$ cat src/sv/vfmc_pkg.sv
// Shared types, constants and helper functions for the viscous face metric coefficient block.
`timescale 1ns / 1ps
package vfmc_pkg;

  // Field and datapath widths.
  localparam int FW   = 32;        // width of one Q16.16 field
  localparam int NC   = 9;         // number of coefficients per face
  localparam int NP   = 10;        // number of distinct metric products
  localparam int SW   = FW + 1;    // pair sum width
  localparam int PW   = 2 * SW;    // product width
  localparam int QW   = PW + 3;    // weighted sum width (weights up to 4 in magnitude)
  localparam int DW   = SW + 3;    // divisor width, six times the Jacobian sum magnitude
  localparam int RB   = FW - 1;    // quotient bits kept below the saturation limit
  localparam int BITS_PER_STAGE = 2;

  // Face direction codes.
  typedef enum logic {
    OP_XI  = 1'b0,
    OP_ETA = 1'b1
  } op_t;

  // Saturation limits.
  localparam logic [FW-1:0] SAT_POS = {1'b0, {(FW-1){1'b1}}};
  localparam logic [FW-1:0] SAT_NEG = {1'b1, {(FW-1){1'b0}}};

  // Product order: aa, bb, cc, dd, ab, ac, ad, bc, bd, cd.
  // Each entry: first product, first weight, second product, second weight.
  localparam int COEF_TAB [2][NC][4] = '{
    '{ '{2, 3, 3, 4}, '{5, -3, 8, -4}, '{7, 3, 6, -2},
       '{6, 3, 7, -2}, '{3, 3, 2, 4}, '{8, -3, 5, -4},
       '{9, -1, 9, 0}, '{3, 3, 2, 3}, '{8, -3, 5, -3} },
    '{ '{5, -3, 8, -4}, '{0, 3, 1, 4}, '{6, 3, 7, -2},
       '{7, 3, 6, -2}, '{8, -3, 5, -4}, '{1, 3, 0, 4},
       '{4, -1, 4, 0}, '{8, -3, 5, -3}, '{1, 3, 0, 3} }
  };

  // One division lane: partial remainder and the shift word that turns
  // from dividend bits into quotient bits.
  typedef struct packed {
    logic [DW-1:0] rem;
    logic [RB-1:0] work;
  } lane_t;

  // Everything that travels through the division stages for one transaction.
  typedef struct packed {
    logic             zero;
    logic [DW-1:0]    dvs;
    logic [NC-1:0]    neg;
    logic [NC-1:0]    sat;
    lane_t [NC-1:0]   lane;
  } dstage_t;

  // Multiply a product by a small signed weight with shifts and adds.
  function automatic logic signed [QW-1:0] scale(input logic signed [PW-1:0] p,
                                                 input logic signed [3:0] w);
    logic signed [QW-1:0] x;
    logic signed [QW-1:0] m;
    logic signed [3:0]    nw;
    logic [2:0]           mag;
    x   = QW'(p);
    nw  = -w;
    mag = w[3] ? nw[2:0] : w[2:0];
    case (mag)
      3'd1:    m = x;
      3'd2:    m = x <<< 1;
      3'd3:    m = x + (x <<< 1);
      3'd4:    m = x <<< 2;
      default: m = '0;
    endcase
    scale = w[3] ? -m : m;
  endfunction

endpackage

$ cat src/sv/vfmc_div_stage.sv
// One registered stage of the restoring divider, STEPS quotient bits per lane.
`timescale 1ns / 1ps
module vfmc_div_stage #(
  parameter int STEPS = vfmc_pkg::BITS_PER_STAGE
) (
  input  logic              clk,
  input  logic              rst_n,
  input  logic              en,
  input  logic              in_valid,
  input  vfmc_pkg::dstage_t in_item,
  output logic              out_valid,
  output vfmc_pkg::dstage_t out_item
);

  localparam int DW = vfmc_pkg::DW;
  localparam int RB = vfmc_pkg::RB;
  localparam int NC = vfmc_pkg::NC;

  vfmc_pkg::dstage_t item_nxt;
  vfmc_pkg::dstage_t item_r;
  logic              v_r;

  // Shift in the next dividend bit, subtract the divisor where it fits.
  always_comb begin
    logic [DW:0] rem2;
    logic        qb;
    item_nxt = in_item;
    for (int s = 0; s < STEPS; s++) begin
      for (int l = 0; l < NC; l++) begin
        rem2 = {item_nxt.lane[l].rem, item_nxt.lane[l].work[RB-1]};
        qb   = (rem2 >= {1'b0, item_nxt.dvs});
        if (qb) begin
          rem2 = rem2 - {1'b0, item_nxt.dvs};
        end
        item_nxt.lane[l].rem  = rem2[DW-1:0];
        item_nxt.lane[l].work = {item_nxt.lane[l].work[RB-2:0], qb};
      end
    end
  end

  always_ff @(posedge clk) begin
    if (!rst_n) begin
      v_r <= 1'b0;
    end else if (en) begin
      v_r <= in_valid;
    end
  end

  always_ff @(posedge clk) begin
    if (en) begin
      item_r <= item_nxt;
    end
  end

  assign out_valid = v_r;
  assign out_item  = item_r;

endmodule

$ cat config.mk
export PLATFORM = sky130hd
export DESIGN_NAME = vfmc_div_stage
export DESIGN_NICKNAME = d
export VERILOG_FILES = /design/src/sv/vfmc_pkg.sv /design/src/sv/vfmc_div_stage.sv
export SDC_FILE = /design/constraint.sdc
export NUM_CORES = 2
export LEC_CHECK = 0
export BUFFER_PORTS_ARGS = -buffer_cell sky130_fd_sc_hd__buf_4
export CAP_MARGIN = 30
export CORE_AREA = 2 2 508 510
export CTS_CLUSTER_SIZE = 30
export DETAILED_ROUTE_END_ITERATION = 16
export DIE_AREA = 0 0 510 512
export MAX_ROUTING_LAYER = met4
export PLACE_DENSITY_LB_ADDON = 0.05
export RECOVER_POWER = 25
export SLEW_MARGIN = 25
export SYNTH_ARGS = -nofsm -noshare
export SYNTH_HDL_FRONTEND = slang
export SYNTH_SLANG_ARGS = --single-unit
$ cat constraint.sdc
create_clock -name clk -period 7.65 [get_ports clk]
set_input_delay 0.765 -clock clk [delete_from_list [all_inputs] [get_ports clk]]
set_output_delay 0.765 -clock clk [all_outputs]
set_load 0.005 [all_outputs]
; ---- Word level (Yosys, flattened, before mapping)
; Cells that the tools add are included.
[word_totals]
elab_cells = 77
register_bits = 659
output_inout_bits = 659
[op_classes]
mux = 18
n_addsub = 18
n_lt_le_gt_ge = 18
[ops]
columns = operator, count
row1 = $ge A37 B36 Y1, 18
row2 = $mux W36, 18
row3 = $sub A36 B36 Y36, 18

; ---- Depth between registers and ports, before layout
[logic_depth]
word_depth = 4
depth_mapped = 30

; ---- Worst setup path after synthesis
; No wires, ideal clock.
[synth_timing]
path_kind = input -> register
startpoint = in in_item[622] in the netlist's numbering
endpoint = reg item_r, in the netlist out_item[197] (data pin)
arrival_time_ps = 7725
n_path_buf = 4
stages = 26
setup_ps = 260
setup_slack_ps = -334
required_ps = 7390
path_cell_list = inv_1 > ha_1 > nor2b_1 > o2111ai_1 > a21boi_0 > o311ai_1 > a31oi_1 > nor2_1 > o211a_1 > a31o_2 > clkbuf_1 > clkbuf_1 > mux2_2 > ha_1 > or4_1 > o211ai_1 > nand3_1 > o31a_1 > a31o_2 > a41oi_2 > a211oi_1 > o21ai_2 > and2_1 > buf_2 > buf_4 > mux2_2
[synth_lines]
columns = element, line_no
row1 = "start, declared", vfmc_div_stage.sv:10  ; input vfmc_pkg::dstage_t in_item,
row2 = "end signal, assigned", vfmc_div_stage.sv:51  ; item_r <= item_nxt;
row3 = "end, declared", vfmc_div_stage.sv:20  ; vfmc_pkg::dstage_t item_r;

==> metrics.md <==
| Metric | Value |
|---|---|
| Yosys cell types | `103` |
| Crit end category | `flop` |
| Worst path buffer plus inverter count | `5` |
| I/O pins | `about 1300` |
| Share of layout cells above drive strength 1 | `33.6%` |
| Area Growth Syn to Fin | `42.1%` |
| Starting Density | `23.6%` |
| Worst-path fanout max | `15` |
| Initial antenna violation count | `94` |
| Family with the most delay on the worst path | `compound AO/OA/AOI/OAI gates` |
| CTS Buf Count | `93` |
| Status | `finished, violations left` |
| R2R Setup Slk | `7.05 ns` |
| Hold crit path type | `in -> reg` |
| Clk_skew | `0 ns` |
| Ys async rst share | `0%` |
| Minimum clock period | `between 7 and 8 ns` |
| Critical-path top delay cell | `or3b_2` |
| Die Y | `between 500 and 600 um` |
| Clock Path Buffers | `3` |
| Crit Path Category | `in -> reg` |
| Multi-input logic area | `38900 sq um` |
| CTS root buffer | `clkbuf_16` |
| Buffers on Ports | `1320` |
| Routability Congestion | `between 0.9 and 1` |
| Max cap viols | `5` |
| Max transition margin | `-128%` |
| Initial DRC Count | `3686` |
| Row cnt | `~190` |
| GRT Residual Overflow | `0` |
| Pins Over Slew Limit | `210` |
| Final Util | `33.5%` |
| Most Frequent Cell on Critical Path | `a31oi_1` |
| Final hold violation count | `0` |
| Vias in the first global route | `~61000` |
| DR vias/cell | `4.95` |
| Pre-antenna DRT Iters | `6` |
| DRC | `0` |
| Number of synthesized flops with an enable pin | `658` |
| DP Worst Slack | `-0.421 ns` |
| Vias | `60412` |
| Leakage power | `0.0378 uW` |
| Crit path launch type | `input pin` |
| Drt total wl | `357000 um` |
| Seq/Total Area, Yosys | `32.8%` |
| Post-layout instance area | `~86000 sq um` |
| Synthesized area | `around 60000 sq um` |
| Die X | `510 um` |
| Core area | `256000 sq um` |
| Gate Count Post-Synth | `about 6400` |
| RSZ-0062 raised after global routing | `no` |
| Detailed Place HPWL | `303000 um` |
| Placed cell area | `82600 sq um` |
| H-tree depth | `3` |
| Nets | `10019` |
| Largest net degree at the start of global routing | `148` |
| CTS tree | `yes` |
| Post-Synthesis Net Count | `7701` |
| Post-synthesis register bit count | `between 600 and 700` |
| Clk Latency, worst-skew pair | `between 0.7 and 0.8 ns` |
| Crit path required time | `just over 8 ns` |
| Fillcell total | `roughly 27000` |
| Main synth FF type | `edfxtp_1` |
| Global-route wire length before repair | `484000 um` |
| Avg WL per Cell | `29.2 um` |
| Gr usage total | `27.1%` |
| Final WS setup | `0.367 ns` |
| Failing checks | `max-capacitance violations, max-slew violations` |
| Clk sinks | `659` |
| Clock Pin Slew Worst Setup and Hold Paths | `0.06 ns` |
| Setup violations, final | `0` |
| CTS Hold Bufs | `0` |
| Sequential cell area | `19800 sq um` |
| Die area | `around 260000 sq um` |
| Mapped Avg Cell Area | `9.46 sq um` |
| Post-cts resize count | `0` |
| Synthesis warning total | `0` |
| Worst-margin pin slew | `3.41 ns` |
| VDD IR-drop max | `0.174 mV` |
| Post-CTS Setup Bufs | `0` |
| Data arrival, critical path | `7.77 ns` |
| Maximum clock rate | `137 MHz` |
| Antenna viol nets, final | `0` |
| Power density cells | `253 nW/um^2` |
| Final Cycle Share | `95.2%` |
| Max incr delay on CP | `around 0.57 ns` |
-- area by class of cell --
type	count	area share (%)
tap	3384	4.95
timing repair buffer	2385	21.6
sequential	659	23.1
clock buffer	102	2.76
antenna	44	0.129
multi-input combinational	5309	45.5
clock inverter	72	0.921
inverter	243	1.07
-- synth_stat cells (20+ instances only) --
cell,instances,area share (%)
o31ai_1,45,0.56
xor2_1,168,2.4
mux2i_1,35,0.58
and3_1,73,0.76
o31a_1,20,0.29
a211oi_1,63,0.78
nor3_1,111,0.92
nor4_1,28,0.29
nor2b_1,88,0.91
edfxtp_1,658,33
clkbuf_1,113,0.70
o21bai_1,85,1.1
o21a_1,109,1.4
a221oi_1,22,0.32
buf_2,29,0.24
o211ai_1,39,0.49
nand2_1,482,3.0
xnor2_1,358,5.2
a2111oi_0,21,0.31
nand2b_1,77,0.80
or3_1,27,0.28
a31o_2,24,0.35
inv_1,238,1.5
a21oi_1,591,4.9
a21o_1,284,3.5
o21ai_0,457,3.8
nand3_1,147,1.2
mux2_2,290,5.4
nand4_1,94,0.98
a211o_1,26,0.38
and2_1,33,0.34
a31oi_1,62,0.64
nor2_1,441,2.7
mux2_4,55,1.4
ha_1,648,13
-- cells in the final DEF, fill, tap and decap left out, types with 284 or more instances in the layout --
cell,count
a21oi_1,589
ha_1,646
nor2_1,440
o21ai_0,457
xnor2_1,358
nand2_1,482
edfxtp_1,658
buf_4,2001
mux2_2,290
a21o_1,284
-- final timing paths --
check        cells past startpoint                       to                   start
max                             28  out_item[389]$_DFFE_PP_            in_item[365]
min                              1  out_item[618]$_DFFE_PP_            in_item[618]
max reg2reg                      2   out_valid$_SDFFE_PN0P_  out_valid$_SDFFE_PN0P_
min reg2reg                      2   out_valid$_SDFFE_PN0P_  out_valid$_SDFFE_PN0P_
-- kinds of logic (layout without fill, tap and decap cells) --
kind of cell	count (synthesis)	count (layout)	share of synthesized area, %
AOI/OAI and AO/OA	2036	2036	21.7
xor gates and xnor gates	526	526	7.65
adders and majority gates	666	666	14.1
buffers and inverters	405	2802	2.73
DFF	659	659	32.8
muxes	393	393	7.61
other	0	44	0
and+or+nand+nor	1688	1688	13.4
-- sequential cells by signal, indices dropped and copies added, names as in the netlist --
name / cells
out_item: 658
out_valid: 1
-- through the flow --
stage,hold slack (ns),cells,setup TNS (ns),total power [uW]
final,0.201,12198,0,21600
after global routing,0.157,12195,0,22900
after CTS,0.102,12154,0,21900
after detailed placement,0.508,11980,-18.11,17100
after global placement,0.505,11980,-26.01,17200
after floorplan,0.507,6373,0,11200
-- routing by layer --
layer	GRT usage (%)	routed length, um
met5	-	0
met4	11.3	16700
met3	4.81	18100
met2	47.8	181000
met1	29.8	141000
-- report_power, final --
group | internal (uW) | switching, uW | total, uW
clock | 2600 | 2010 | 4620
sequential | 5060 | 416 | 5480
combinational | 5490 | 6030 | 11500
-- worst register-to-register path, cell delays in order (launching register included) --
cell	delay [ns]
dfxtp_1	0.32
mux2i_1	0.06
nor2b_1	0.15
Power figures use the tool's default switching activity.
